## config.mk

```make
export PLATFORM = sky130hd
export DESIGN_NAME = i2c_master_transfer_sequencer
export DESIGN_NICKNAME = d
export VERILOG_FILES = /design/src/i2cms_pkg.sv /design/src/i2cms_store.sv /design/src/i2c_master_transfer_sequencer.sv
export SDC_FILE = /design/constraint.sdc
export NUM_CORES = 1
export LEC_CHECK = 0
export BUFFER_PORTS_ARGS = -buffer_cell sky130_fd_sc_hd__buf_2
export CELL_PAD_IN_SITES_DETAIL_PLACEMENT = 1
export CELL_PAD_IN_SITES_GLOBAL_PLACEMENT = 1
export CORE_MARGIN = 2
export CORE_UTILIZATION = 28
export DETAILED_ROUTE_END_ITERATION = 7
export PLACE_DENSITY_LB_ADDON = 0.08
export SYNTH_ARGS = -nofsm -noshare
export SYNTH_HDL_FRONTEND = slang
export SYNTH_SLANG_ARGS = --single-unit
```

## constraint.sdc

```tcl
create_clock -name clk -period 4.76 [get_ports clk]
set_clock_uncertainty 0.2 [all_clocks]
set_input_delay 0.952 -clock clk [delete_from_list [all_inputs] [get_ports clk]]
set_output_delay 0.952 -clock clk [all_outputs]
set_load 0.01 [all_outputs]
```

## src/i2cms_pkg.sv

```systemverilog
// Package for the I2C master transfer sequencer.
// Holds the transaction structs, bus status codes, command and error codes.
// No dependencies; every other file of the block uses it.
`timescale 1ns / 1ps
`default_nettype none

package i2cms_pkg;

    // Default depth of the transmit and receive byte stores.
    localparam int DEFAULT_BUFFER_DEPTH = 32;

    // Request modes.
    localparam logic [2:0] MODE_LOAD   = 3'd0;
    localparam logic [2:0] MODE_WRITE  = 3'd1;
    localparam logic [2:0] MODE_READ   = 3'd2;
    localparam logic [2:0] MODE_STATUS = 3'd3;
    localparam logic [2:0] MODE_POP    = 3'd4;

    // Bus commands issued to the byte controller.
    localparam logic [2:0] CMD_NONE  = 3'd0;
    localparam logic [2:0] CMD_START = 3'd1;
    localparam logic [2:0] CMD_STOP  = 3'd2;
    localparam logic [2:0] CMD_SEND  = 3'd3;
    localparam logic [2:0] CMD_ACK   = 3'd4;
    localparam logic [2:0] CMD_NACK  = 3'd5;

    // Error codes.
    localparam logic [2:0] ERR_BUSY      = 3'd0;
    localparam logic [2:0] ERR_DONE      = 3'd1;
    localparam logic [2:0] ERR_SLAW_NACK = 3'd2;
    localparam logic [2:0] ERR_DATA_NACK = 3'd3;
    localparam logic [2:0] ERR_SLAR_NACK = 3'd4;
    localparam logic [2:0] ERR_ARB       = 3'd5;
    localparam logic [2:0] ERR_ILLEGAL   = 3'd6;

    // Bus controller status codes, low three bits masked.
    localparam logic [7:0] STAT_BUS_ERROR = 8'h00;
    localparam logic [7:0] STAT_START     = 8'h08;
    localparam logic [7:0] STAT_REP_START = 8'h10;
    localparam logic [7:0] STAT_SLAW_ACK  = 8'h18;
    localparam logic [7:0] STAT_SLAW_NACK = 8'h20;
    localparam logic [7:0] STAT_DATA_ACK  = 8'h28;
    localparam logic [7:0] STAT_DATA_NACK = 8'h30;
    localparam logic [7:0] STAT_ARB_LOST  = 8'h38;
    localparam logic [7:0] STAT_SLAR_ACK  = 8'h40;
    localparam logic [7:0] STAT_SLAR_NACK = 8'h48;
    localparam logic [7:0] STAT_RX_ACK    = 8'h50;
    localparam logic [7:0] STAT_RX_NACK   = 8'h58;
    localparam logic [7:0] STAT_NO_INFO   = 8'hF8;

    // Controller states.
    typedef enum logic [2:0] {
        CS_READY    = 3'd0,
        CS_INIT     = 3'd1,
        CS_REPSTART = 3'd2,
        CS_MTX      = 3'd3,
        CS_MRX      = 3'd4
    } ctrl_state_t;

    // Request transaction.
    typedef struct packed {
        logic [2:0] mode;
        logic [7:0] byte_value;
        logic [4:0] byte_index;
        logic [7:0] transfer_length;
        logic [6:0] device_address;
        logic       repeat_start;
        logic [7:0] status_code;
    } req_t;

    // Result transaction.
    typedef struct packed {
        logic [2:0] bus_command;
        logic [7:0] send_byte;
        logic       rejected;
        logic       ready_res;
        logic [2:0] error_code;
        logic [7:0] read_byte;
    } rsp_t;

endpackage

`default_nettype wire

```

## src/i2cms_store.sv

```systemverilog
// Byte store of the I2C master transfer sequencer: one write and one read port.
// Registered read data; a write to the read address in the same cycle is forwarded.
// Depends on i2cms_pkg for the default depth.
`timescale 1ns / 1ps
`default_nettype none

module i2cms_store #(
    parameter int DEPTH = i2cms_pkg::DEFAULT_BUFFER_DEPTH,
    localparam int AW = $clog2(DEPTH)
) (
    input  wire logic          clk,
    input  wire logic          wr_en,
    input  wire logic [AW-1:0] wr_addr,
    input  wire logic [7:0]    wr_data,
    input  wire logic          rd_en,
    input  wire logic [AW-1:0] rd_addr,
    output logic [7:0]         rd_data
);

    logic [7:0] mem [DEPTH];
    logic [7:0] rd_data_reg;

    // Write port.
    always_ff @(posedge clk)
    begin
        if (wr_en)
        begin
            mem[wr_addr] <= wr_data;
        end
    end

    // Read port; the data register holds until the next read.
    always_ff @(posedge clk)
    begin
        if (rd_en)
        begin
            if (wr_en && (wr_addr == rd_addr))
            begin
                rd_data_reg <= wr_data;
            end
            else
            begin
                rd_data_reg <= mem[rd_addr];
            end
        end
    end

    assign rd_data = rd_data_reg;

endmodule

`default_nettype wire

```

## src/i2c_master_transfer_sequencer.sv

```systemverilog
// Top level of the I2C master transfer sequencer.
// Uses i2cms_pkg and two i2cms_store instances for the transmit and receive bytes.
`timescale 1ns / 1ps
`default_nettype none

// The sequencer takes one request transaction per clock cycle while req_stall is low
// and returns exactly one result transaction for each, in order. Control state
// (controller state, error code, hold flag, pointers and counts) is updated in the
// cycle of acceptance; the transmit and receive bytes live in two single-port-read
// memories whose registered read feeds the pending stage, and an output register
// follows it. A stalled result holds one request in flight; a further request is
// stalled until the result side takes the waiting result. No clearing pass follows
// reset.
module i2c_master_transfer_sequencer #(
    parameter int BUFFER_DEPTH = i2cms_pkg::DEFAULT_BUFFER_DEPTH
) (
    input  wire logic             clk,
    input  wire logic             rst_n,
    input  wire logic             req_valid,
    output logic                  req_stall,
    input  wire i2cms_pkg::req_t  req,
    output logic                  rsp_valid,
    input  wire logic             rsp_stall,
    output i2cms_pkg::rsp_t       rsp
);

    localparam int AW = $clog2(BUFFER_DEPTH);
    localparam int PW = $clog2(BUFFER_DEPTH + 1);

    // Control state.
    i2cms_pkg::ctrl_state_t state_reg, state_next;
    logic [2:0]    err_reg, err_next;
    logic          hold_reg, hold_next;
    logic [PW-1:0] tx_ptr_reg, tx_ptr_next;
    logic [PW-1:0] tx_cnt_reg, tx_cnt_next;
    logic [PW-1:0] rx_ptr_reg, rx_ptr_next;
    logic [PW-1:0] rx_cnt_reg, rx_cnt_next;

    // Pipeline stage waiting on the memory read, and the output register.
    logic            s1_valid_reg, s1_valid_next;
    i2cms_pkg::rsp_t s1_rsp_reg, s1_rsp_next;
    logic            s1_tx_sel_reg, s1_rx_sel_reg;
    logic            rsp_valid_reg, rsp_valid_next;
    i2cms_pkg::rsp_t rsp_reg, rsp_next;

    // Handshake.
    logic accept;
    logic s1_adv;

    // Store ports.
    logic          tx_wr_en, tx_rd_en, rx_wr_en, rx_rd_en;
    logic [AW-1:0] tx_wr_addr, tx_rd_addr, rx_wr_addr, rx_rd_addr;
    logic [7:0]    tx_wr_data, rx_wr_data, tx_rd_data, rx_rd_data;

    // Per-item decode results.
    logic [2:0]    cmd;
    logic          rej;
    logic [7:0]    status_m;
    logic          is_ready;
    logic          len_ok;
    logic          req_ok;
    logic          tx_avail;
    logic          rx_room;
    logic [PW:0]   rx_ptr_inc;
    logic [PW:0]   rx_ptr_put;
    logic          rx_more_now;
    logic          rx_more_put;
    logic [PW-1:0] rx_ptr_dec;
    logic          idx_ok;
    logic [2:0]    finish_cmd;

    assign s1_adv    = s1_valid_reg && (!rsp_valid_reg || !rsp_stall);
    assign req_stall = s1_valid_reg && !s1_adv;
    assign accept    = req_valid && !req_stall;

    assign status_m    = {req.status_code[7:3], 3'b000};
    assign is_ready    = (state_reg == i2cms_pkg::CS_READY) ||
                         (state_reg == i2cms_pkg::CS_REPSTART);
    assign len_ok      = 32'(req.transfer_length) <= BUFFER_DEPTH;
    assign req_ok      = len_ok && is_ready;
    assign idx_ok      = 32'(req.byte_index) < BUFFER_DEPTH;
    assign tx_avail    = tx_ptr_reg < tx_cnt_reg;
    assign rx_room     = 32'(rx_ptr_reg) < BUFFER_DEPTH;
    assign rx_ptr_inc  = {1'b0, rx_ptr_reg} + 1'b1;
    assign rx_ptr_put  = rx_room ? rx_ptr_inc : {1'b0, rx_ptr_reg};
    assign rx_more_now = rx_ptr_inc < {1'b0, rx_cnt_reg};
    assign rx_more_put = (rx_ptr_put + 1'b1) < {1'b0, rx_cnt_reg};
    assign rx_ptr_dec  = rx_ptr_reg - 1'b1;
    assign finish_cmd  = hold_reg ? i2cms_pkg::CMD_START : i2cms_pkg::CMD_STOP;

    // Next control state.
    always_comb
    begin
        state_next  = state_reg;
        err_next    = err_reg;
        hold_next   = hold_reg;
        tx_ptr_next = tx_ptr_reg;
        tx_cnt_next = tx_cnt_reg;
        rx_ptr_next = rx_ptr_reg;
        rx_cnt_next = rx_cnt_reg;
        unique case (req.mode)
            i2cms_pkg::MODE_WRITE,
            i2cms_pkg::MODE_READ:
            begin
                if (req_ok)
                begin
                    hold_next  = req.repeat_start;
                    state_next = i2cms_pkg::CS_INIT;
                    // From a held repeated start the first byte goes out at once.
                    tx_ptr_next = (state_reg == i2cms_pkg::CS_REPSTART) ?
                                  PW'(1) : '0;
                    if (req.mode == i2cms_pkg::MODE_READ)
                    begin
                        tx_cnt_next = PW'(1);
                        rx_ptr_next = '0;
                        rx_cnt_next = PW'(req.transfer_length);
                    end
                    else
                    begin
                        tx_cnt_next = PW'(req.transfer_length);
                    end
                end
            end
            i2cms_pkg::MODE_STATUS:
            begin
                unique case (status_m)
                    i2cms_pkg::STAT_START,
                    i2cms_pkg::STAT_SLAW_ACK,
                    i2cms_pkg::STAT_DATA_ACK:
                    begin
                        if (status_m == i2cms_pkg::STAT_SLAW_ACK)
                        begin
                            state_next = i2cms_pkg::CS_MTX;
                        end
                        if (tx_avail)
                        begin
                            tx_ptr_next = tx_ptr_reg + 1'b1;
                            err_next    = i2cms_pkg::ERR_BUSY;
                        end
                        else
                        begin
                            err_next = i2cms_pkg::ERR_DONE;
                            if (!hold_reg)
                            begin
                                state_next = i2cms_pkg::CS_READY;
                            end
                        end
                    end
                    i2cms_pkg::STAT_SLAR_ACK:
                    begin
                        state_next = i2cms_pkg::CS_MRX;
                        err_next   = i2cms_pkg::ERR_BUSY;
                    end
                    i2cms_pkg::STAT_RX_ACK:
                    begin
                        rx_ptr_next = rx_ptr_put[PW-1:0];
                        err_next    = i2cms_pkg::ERR_BUSY;
                    end
                    i2cms_pkg::STAT_RX_NACK,
                    i2cms_pkg::STAT_SLAW_NACK,
                    i2cms_pkg::STAT_DATA_NACK,
                    i2cms_pkg::STAT_SLAR_NACK,
                    i2cms_pkg::STAT_ARB_LOST:
                    begin
                        unique case (status_m)
                            i2cms_pkg::STAT_RX_NACK:
                            begin
                                rx_ptr_next = rx_ptr_put[PW-1:0];
                                err_next    = i2cms_pkg::ERR_DONE;
                            end
                            i2cms_pkg::STAT_SLAW_NACK: err_next = i2cms_pkg::ERR_SLAW_NACK;
                            i2cms_pkg::STAT_DATA_NACK: err_next = i2cms_pkg::ERR_DATA_NACK;
                            i2cms_pkg::STAT_SLAR_NACK: err_next = i2cms_pkg::ERR_SLAR_NACK;
                            default:                   err_next = i2cms_pkg::ERR_ARB;
                        endcase
                        if (!hold_reg)
                        begin
                            state_next = i2cms_pkg::CS_READY;
                        end
                    end
                    i2cms_pkg::STAT_REP_START:
                    begin
                        state_next = i2cms_pkg::CS_REPSTART;
                    end
                    i2cms_pkg::STAT_BUS_ERROR:
                    begin
                        err_next   = i2cms_pkg::ERR_ILLEGAL;
                        state_next = i2cms_pkg::CS_READY;
                    end
                    default:
                    begin
                        // No-information code and unknown codes leave the state alone.
                    end
                endcase
            end
            i2cms_pkg::MODE_POP:
            begin
                if (rx_ptr_reg != '0)
                begin
                    rx_ptr_next = rx_ptr_dec;
                end
            end
            default:
            begin
                // Loads and unknown modes leave the control state alone.
            end
        endcase
    end

    // Bus command, rejection and store accesses.
    always_comb
    begin
        cmd        = i2cms_pkg::CMD_NONE;
        rej        = 1'b0;
        tx_wr_en   = 1'b0;
        tx_wr_addr = AW'(req.byte_index);
        tx_wr_data = req.byte_value;
        tx_rd_en   = 1'b0;
        tx_rd_addr = tx_ptr_reg[AW-1:0];
        rx_wr_en   = 1'b0;
        rx_wr_addr = rx_ptr_reg[AW-1:0];
        rx_wr_data = req.byte_value;
        rx_rd_en   = 1'b0;
        rx_rd_addr = rx_ptr_dec[AW-1:0];
        unique case (req.mode)
            i2cms_pkg::MODE_LOAD:
            begin
                if (!is_ready)
                begin
                    rej = 1'b1;
                end
                else
                begin
                    tx_wr_en = idx_ok;
                end
            end
            i2cms_pkg::MODE_WRITE,
            i2cms_pkg::MODE_READ:
            begin
                if (!req_ok)
                begin
                    rej = 1'b1;
                end
                else
                begin
                    // A read places the address byte with the read bit at entry 0.
                    if (req.mode == i2cms_pkg::MODE_READ)
                    begin
                        tx_wr_en   = 1'b1;
                        tx_wr_addr = '0;
                        tx_wr_data = {req.device_address, 1'b1};
                    end
                    if (state_reg == i2cms_pkg::CS_REPSTART)
                    begin
                        cmd        = i2cms_pkg::CMD_SEND;
                        tx_rd_en   = 1'b1;
                        tx_rd_addr = '0;
                    end
                    else
                    begin
                        cmd = i2cms_pkg::CMD_START;
                    end
                end
            end
            i2cms_pkg::MODE_STATUS:
            begin
                unique case (status_m)
                    i2cms_pkg::STAT_START,
                    i2cms_pkg::STAT_SLAW_ACK,
                    i2cms_pkg::STAT_DATA_ACK:
                    begin
                        if (tx_avail)
                        begin
                            cmd      = i2cms_pkg::CMD_SEND;
                            tx_rd_en = 1'b1;
                        end
                        else
                        begin
                            cmd = finish_cmd;
                        end
                    end
                    i2cms_pkg::STAT_SLAR_ACK:
                    begin
                        cmd = rx_more_now ? i2cms_pkg::CMD_ACK : i2cms_pkg::CMD_NACK;
                    end
                    i2cms_pkg::STAT_RX_ACK:
                    begin
                        rx_wr_en = rx_room;
                        cmd = rx_more_put ? i2cms_pkg::CMD_ACK : i2cms_pkg::CMD_NACK;
                    end
                    i2cms_pkg::STAT_RX_NACK:
                    begin
                        rx_wr_en = rx_room;
                        cmd      = finish_cmd;
                    end
                    i2cms_pkg::STAT_SLAW_NACK,
                    i2cms_pkg::STAT_DATA_NACK,
                    i2cms_pkg::STAT_SLAR_NACK,
                    i2cms_pkg::STAT_ARB_LOST:
                    begin
                        cmd = finish_cmd;
                    end
                    i2cms_pkg::STAT_BUS_ERROR:
                    begin
                        cmd = i2cms_pkg::CMD_STOP;
                    end
                    i2cms_pkg::STAT_REP_START,
                    i2cms_pkg::STAT_NO_INFO:
                    begin
                        cmd = i2cms_pkg::CMD_NONE;
                    end
                    default:
                    begin
                        cmd = i2cms_pkg::CMD_NONE;
                    end
                endcase
            end
            i2cms_pkg::MODE_POP:
            begin
                rx_rd_en = (rx_ptr_reg != '0);
            end
            default:
            begin
                cmd = i2cms_pkg::CMD_NONE;
            end
        endcase
    end

    // Result fields known at acceptance; the store bytes join from the registered store reads at the output register.
    always_comb
    begin
        s1_rsp_next             = '0;
        s1_rsp_next.bus_command = cmd;
        s1_rsp_next.rejected    = rej;
        s1_rsp_next.ready_res   = (state_next == i2cms_pkg::CS_READY) ||
                                  (state_next == i2cms_pkg::CS_REPSTART);
        s1_rsp_next.error_code  = err_next;
    end

    always_comb
    begin
        rsp_next           = s1_rsp_reg;
        rsp_next.send_byte = s1_tx_sel_reg ? tx_rd_data : 8'h00;
        rsp_next.read_byte = s1_rx_sel_reg ? rx_rd_data : 8'h00;
    end

    assign s1_valid_next  = accept || (s1_valid_reg && !s1_adv);
    assign rsp_valid_next = s1_adv || (rsp_valid_reg && rsp_stall);

    // Control registers.
    always_ff @(posedge clk or negedge rst_n)
    begin
        if (!rst_n)
        begin
            state_reg     <= i2cms_pkg::CS_READY;
            err_reg       <= i2cms_pkg::ERR_DONE;
            hold_reg      <= 1'b0;
            tx_ptr_reg    <= '0;
            tx_cnt_reg    <= '0;
            rx_ptr_reg    <= '0;
            rx_cnt_reg    <= '0;
            s1_valid_reg  <= 1'b0;
            rsp_valid_reg <= 1'b0;
        end
        else
        begin
            s1_valid_reg  <= s1_valid_next;
            rsp_valid_reg <= rsp_valid_next;
            if (accept)
            begin
                state_reg  <= state_next;
                err_reg    <= err_next;
                hold_reg   <= hold_next;
                tx_ptr_reg <= tx_ptr_next;
                tx_cnt_reg <= tx_cnt_next;
                rx_ptr_reg <= rx_ptr_next;
                rx_cnt_reg <= rx_cnt_next;
            end
        end
    end

    // Payload registers.
    always_ff @(posedge clk)
    begin
        if (accept)
        begin
            s1_rsp_reg    <= s1_rsp_next;
            s1_tx_sel_reg <= tx_rd_en;
            s1_rx_sel_reg <= rx_rd_en;
        end
        if (s1_adv)
        begin
            rsp_reg <= rsp_next;
        end
    end

    // Transmit and receive byte stores.
    i2cms_store #(
        .DEPTH(BUFFER_DEPTH)
    ) u_tx_store (
        .clk     (clk),
        .wr_en   (accept && tx_wr_en),
        .wr_addr (tx_wr_addr),
        .wr_data (tx_wr_data),
        .rd_en   (accept && tx_rd_en),
        .rd_addr (tx_rd_addr),
        .rd_data (tx_rd_data)
    );

    i2cms_store #(
        .DEPTH(BUFFER_DEPTH)
    ) u_rx_store (
        .clk     (clk),
        .wr_en   (accept && rx_wr_en),
        .wr_addr (rx_wr_addr),
        .wr_data (rx_wr_data),
        .rd_en   (accept && rx_rd_en),
        .rd_addr (rx_rd_addr),
        .rd_data (rx_rd_data)
    );

    assign rsp_valid = rsp_valid_reg;
    assign rsp       = rsp_reg;

`ifndef SYNTH
    // Requests are held back only while both result slots are full and stalled.
    a_stall_cause: assert property (@(posedge clk) disable iff (!rst_n)
        req_stall |-> (s1_valid_reg && rsp_valid_reg && rsp_stall))
        else $error("request stalled without a full pipeline");

    // A pending transaction moves to the output once the output is free.
    a_stage_moves: assert property (@(posedge clk) disable iff (!rst_n)
        (s1_valid_reg && !(rsp_valid_reg && rsp_stall)) |=> rsp_valid_reg)
        else $error("pending transaction did not reach the output");

    // Pointers and counts never pass the store depth.
    a_ptr_range: assert property (@(posedge clk) disable iff (!rst_n)
        (32'(tx_ptr_reg) <= BUFFER_DEPTH) && (32'(tx_cnt_reg) <= BUFFER_DEPTH) &&
        (32'(rx_ptr_reg) <= BUFFER_DEPTH) && (32'(rx_cnt_reg) <= BUFFER_DEPTH))
        else $error("pointer or count beyond store depth");

    // A rejected request never drives the bus.
    a_reject_quiet: assert property (@(posedge clk) disable iff (!rst_n)
        (rsp_valid && rsp.rejected) |-> (rsp.bus_command == i2cms_pkg::CMD_NONE))
        else $error("rejected request issued a bus command");

    // A transmit byte is shown only with a send command.
    a_send_byte: assert property (@(posedge clk) disable iff (!rst_n)
        (rsp_valid && (rsp.send_byte != 8'h00)) |->
        (rsp.bus_command == i2cms_pkg::CMD_SEND))
        else $error("send byte without send command");
`endif

endmodule

`default_nettype wire
```

# Yosys cells after proc, flatten, opt, wreduce, memory -nomap -nowiden
# Memory sizes are Yosys's and may differ from the RTL's. A register that Yosys moved wholly into a read port is not among the register bits.
# Cells that the tools add are included.
# totals
n_memories	2
ramBits	512
ff_bits	67
# mem_list
memory	depth	width	rd	rd_ports_with_merged_regs	wr	line	rtl
u_rx_store.mem	32	8	1	1	1	i2cms_store.sv:20	logic [7:0] mem [DEPTH];
u_tx_store.mem	32	8	1	1	1	i2cms_store.sv:20	
# op_classes
reduce_logical	34
n_mux	60
n_addsub	4
eq_ne	24
n_lt_le_gt_ge	5
# ops
operator	n
$mux 6	8
$mux 5	6
$pmux 3 s5	2
$mux 8	3
$pmux 3 s4	2
$pmux 6 s2	2
$eq 5x3->1 const B	4
$eq 5x4->1 const B	4
$mux 1	20
$mux 3	6
$pmux 6 s3	1
$lt 7x6->1	2
$eq 3x2->1 const B	4
$pmux 3 s2	2
$eq 5x2->1 const B	2
$ne 2x2->1 const B	5
$logic_and 1x1->1	9
$logic_not 3->1	3
$le 8x6->1 const B	1
$logic_not 8->1	1
$mux 2	4
$add 6x1->7 const B	1
$add 7x1->7 const B	1
$mux 7	1
other kinds (21)	33

# Longest topological paths before layout
# depth
ltp_word	10
mapped_depth	16
depth_no_buf	12

# Modules after synthesis
# Synthesis repeated with hierarchy kept, for this count alone.
# unflattened
hier_cells	1502
hier_area_um2	25567.0
# by_module_without_submodules
module	cells_per_inst	n_inst	area_each_um2
i2cms_store	541	2	10741.6
i2c_master_transfer_sequencer	420	1	4083.9

# Least setup slack after synthesis
# Ideal clock, no wire load.
# synth_path
path_type	register to register
from	register rx_ptr_reg[0]
to	register s1_rsp_reg (netlist bit rsp_next[21]) (data pin)
path_buffers	4
setup_ns	0.269
stages_incl_launch_ff	17
arrival_time_ns	3.701
slack_ns	0.589
synth_period_minus_slack_ns	4.171
path_cell_list	dfrtp_1 > clkbuf_1 > clkbuf_1 > inv_1 > ha_1 > clkbuf_1 > buf_1 > mux2i_1 > inv_1 > ha_1 > ha_1 > a21boi_0 > o21a_1 > o211ai_1 > a21boi_0 > o31ai_1 > o211ai_1
# synth_via
elab_chain_len	7
elab_cells_between_ends	10
# synth_rtl
element	line	rtl
start: declaration	i2c_master_transfer_sequencer.sv:36	logic [PW-1:0] rx_ptr_reg, rx_ptr_next;
start signal: assignment	i2c_master_transfer_sequencer.sv:376	rx_ptr_reg <= rx_ptr_next;
$add 6x1->7 / $lt 6x6->1 (equally long branches)	i2c_master_transfer_sequencer.sv:84, i2c_master_transfer_sequencer.sv:83	
$mux 7	i2c_master_transfer_sequencer.sv:85	assign rx_ptr_put = rx_room ? rx_ptr_inc : {1'b0, rx_ptr_reg};
$add 7x1->7	i2c_master_transfer_sequencer.sv:87	assign rx_more_put = (rx_ptr_put + 1'b1) < {1'b0, rx_cnt_reg};
$lt 7x6->1	i2c_master_transfer_sequencer.sv:87	
$mux 1	i2c_master_transfer_sequencer.sv:289	cmd = rx_more_put ? i2cms_pkg::CMD_ACK : i2cms_pkg::CMD_NACK;
$pmux 3 s5 *	i2c_master_transfer_sequencer.sv:267	unique case (status_m)
$pmux 3 s2 *	i2c_master_transfer_sequencer.sv:225	unique case (req.mode)
via cmd[0]	i2c_master_transfer_sequencer.sv:56	logic [2:0] cmd;
end signal: assignment	i2c_master_transfer_sequencer.sv:387	s1_rsp_reg <= s1_rsp_next;
end: declaration	i2c_master_transfer_sequencer.sv:41	i2cms_pkg::rsp_t s1_rsp_reg, s1_rsp_next;
# The timed path passes the listed nets; every way through them passes the cells marked *.
# A chain may end at the register's enable or synchronous reset.

# Final worst setup path
# layout_path
from	input req[17] (netlist bit)
to	register u_tx_store.rd_data_reg[7] (netlist: u_tx_store.rd_data[7]) (read register of u_tx_store.mem) (data pin)
# layout_via
elab_chain_len	5
elab_cells_between_ends	7
# layout_rtl
element	line	rtl
start: declaration	i2c_master_transfer_sequencer.sv:21	input wire i2cms_pkg::req_t req,
$le 8x6->1 *	i2c_master_transfer_sequencer.sv:79	assign len_ok = 32'(req.transfer_length) <= BUFFER_DEPTH;
$logic_and 1x1->1 *	i2c_master_transfer_sequencer.sv:80	assign req_ok = len_ok && is_ready;
$mux 1	i2c_master_transfer_sequencer.sv:240	if (!req_ok)
$pmux 1 s2	i2c_master_transfer_sequencer.sv:225	
$logic_and 1x1->1	i2c_master_transfer_sequencer.sv:405	.rd_en (accept && tx_rd_en),
end: declaration	i2cms_store.sv:21	logic [7:0] rd_data_reg;
# Mark *: on every way between the ends. The rest lies on a longest branch, timed or not.

==> results.cfg <==
[worst_setup_path]
cp_max_fo = 11
r2r_start = rx_ptr_reg[1]
cp.required_ns = 5.02
crit_arrival_ns = 3.76
path_cells = buf_2 > or4_4 > o21a_1 > buf_4 > o21ai_2 > nor4_1 > buf_4 > a221oi_1 > o211ai_1 > mux2i_1
crit_buf_inv = 3
slowest_stage = or4_4
start_kind = input pin
cp_common_cell = buf_4
rr_endpoint = rsp_next[21]
critPathMaxStageDelay_ns = 0.56
path_class = input pin to flip-flop
r2r_cells = 10
path_depth = 10
path_delay_family = compound AO/OA/AOI/OAI gates
rrSetupSlack_ns = 1.33
critPathCaptureType = flip-flop

[clock_network]
clock_sinks = 595
clk_pin_slew_ns = 0.06
post-cts-setup-buffers = 0
cts-hold-fix-buffers = 0
cts_buffers = 72
ctsResizeCount = 0
cts_tree = done
htreeDepth = 3
clock_latency_ns = 0.63
cts-root-buf = clkbuf_16
cts_buffer_depth = 3

[synth]
async_reset_ff_share_pct = 5.55
avgSynthCellArea_um2 = 16.7
synth_top_cells_by_count = edfxtp_1 (562), nor2_1 (134), mux4_2 (96)
synthesis.area_um2 = 25000
synth_top_area_share_pct = 67.5
synth_edf_count = 562
yosysMostFrequentCell = edfxtp_1
syn_inst = 1501
yosys-top-cells-area = edfxtp_1 (68%), mux4_2 (8.7%), dfrtp_1 (3.2%), mux2i_1 (2.0%), mux2_2 (2.0%)
syn_nets = 1568
synth_cell_type_count = 77
synth_area_leader_cell = edfxtp_1
ys_seq_area_share_pct = 70.8
synth_seq_cells = 595
ys.flop_type = edfxtp_1
yosys_warnings = 0

[route]
drt-pass1-iter-count = 5
top_layer = met5
totalWireLength_mm = 74.1
drt_iter0_drc = 932
drt-met1-wl_mm = 35.2
routed-via-count = 13996
wire_per_inst_um = 25.6
drc = 0
vias_per_cell = 4.84
wl_met3_mm = 2.66
route.met2.wl_mm = 34.7
detail-route-antenna-nets = 0

[finish]
drive_above_1_share_pct = 26.4
syn_to_final_growth_pct = 18.5
final_cell_count_no_fill = 2892
fin_nets = 1739
fillers = 9030
final_area_um2 = 29600

[sta]
layout_worst_path_cycle_share_pct = 73.7
setup_violations = 0
slew_viol_final = 0
fmax_mhz = 285
maxSlewHeadroom_pct = 19.6
hold_viol = 0
fin_crit_ns = 3.51
tightest_slew_ns = 1.20
rsz0062_at_grt = false
finalSetupTns_ns = 0

[power_and_ir_drop]
power.static_leakage_uw = 0.00968
finalPower_uw = 13900
peakVddDrop_mv = 0.363
cellPowerDensity_nw_per_um2 = 469

[worst_hold_path]
hold_path.class = flip-flop to flip-flop
min_from = rsp_next[11]
whs_path_depth = 0
hold_end = rsp[11]

[global_routing]
gr-total-overflow = 0
grt_start_max_net_pins = 71
antenna_found_initial = 4
track_usage_pct = 16.3
grt_pass1_wl_mm = 107
first_global_vias = 14689

[floorplan]
fp.dieW_um = 303
io_pins = 70
die_h_um = 303
rows = 109
die_area_um2 = 91700
initial_utilization_pct = 28.3
coreArea_um2 = 88400

[place]
globalplace.congestion = 0.745
dp_hpwl_mm = 48.4
placed_cell_area_um2 = 27400
portBuffers = 66
dp_cells = 2763

[status]
status = finished, final reports clean

[flow_run]
maxCapViolations = 0
==> stage by stage <==
stage,hold slack [ns],setup slack [ns],util [%]
floorplan,0.200,0.589,-
global placement,0.201,0.600,31.0
detailed placement,0.207,0.530,31.0
CTS,0.221,1.21,33.5
global route,0.235,1.04,33.5
finish,0.222,1.25,33.5
==> per-layer routing <==
layer / GRT usage (%) / vias up
met5: 0 / -
met3: 2.38 / 97
met4: 4.45 / 2
met2: 25.7 / 253
li1: - / 6312
met1: 23.4 / 7332
==> worst reg2reg max path, stage by stage (launching register included) <==
cell and delay, ns:
dfrtp_1 0.54, ha_1 0.36, nor2b_1 0.36, nand3_1 0.14, xor2_1 0.47, xor2_1 0.20
ha_1 0.26, a21oi_1 0.14, a21boi_0 0.10, o31ai_1 0.24, o211ai_1 0.14
==> how the worst max path moves through the flow <==
stage | startpoint | end
after floorplan | rx_ptr_reg[0] | rsp_next[21]
after global placement | req[17] | u_tx_store.rd_data[7]
after detailed placement | req[38] | u_rx_store.mem[11][1]
after CTS | req[17] | u_tx_store.rd_data[7]
after global routing | rx_ptr_reg[1] | rsp_next[21]
final | req[17] | u_tx_store.rd_data[7]
==> area by class of cell <==
| type | count | area [µm²] | area share, % |
|---|---|---|---|
| Antenna cell | 1 | 2.50 | 0.00845 |
| Tap cell | 1165 | 1460 | 4.92 |
| Clock inverter | 46 | 365 | 1.23 |
| Clock buffer | 82 | 1880 | 6.36 |
| Timing Repair Buffer | 180 | 1240 | 4.18 |
| Inverter | 36 | 135 | 0.456 |
| Sequential cell | 595 | 17700 | 59.8 |
| Multi-Input combinational cell | 787 | 6820 | 23.0 |
==> cells by family (layout without fill, tap and decap cells) <==
logic type / after synthesis / after routing / synth area share, %
buffers and inverters: 119 / 344 / 2.07
flip-flops: 595 / 595 / 70.8
multiplexers: 193 / 193 / 12.8
AO/OA/AOI/OAI: 240 / 240 / 6.39
AND/OR/NAND/NOR: 314 / 314 / 6.20
XOR/XNOR: 17 / 17 / 0.596
other: 0 / 1 / 0
adder cells (fa/ha/maj): 23 / 23 / 1.15
==> where the power goes <==
part | total [µW] | switching, µW | leakage [µW] | internal (µW)
clock network | 5280 | 2220 | 0.00110 | 3060
registers | 5990 | 142 | 0.00547 | 5850
logic | 2620 | 1470 | 0.00311 | 1150
==> cells in the final DEF, fill, tap and decap left out, types with 16 or more instances in the layout <==
| cell type | netlist | routed |
|---|---|---|
| o211ai_1 | 16 | 16 |
| ha_1 | 23 | 22 |
| mux2i_1 | 51 | 51 |
| mux2_2 | 45 | 45 |
| inv_1 | 35 | 35 |
| nand2_1 | 51 | 51 |
| dfrtp_1 | 32 | 28 |
| a211oi_1 | 17 | 17 |
| edfxtp_1 | 562 | 562 |
| and2_1 | 19 | 19 |
| mux4_2 | 96 | 96 |
| a21oi_1 | 50 | 49 |
| nand3_1 | 28 | 28 |
| nor2_1 | 134 | 133 |
| a31oi_1 | 16 | 16 |
| buf_2 | 20 | 66 |
| clkinv_1 | 1 | 20 |
| o21ai_0 | 51 | 51 |
| buf_4 | 1 | 110 |
| clkbuf_16 | 0 | 74 |
Note: power is estimated with default switching activity, not from simulation.
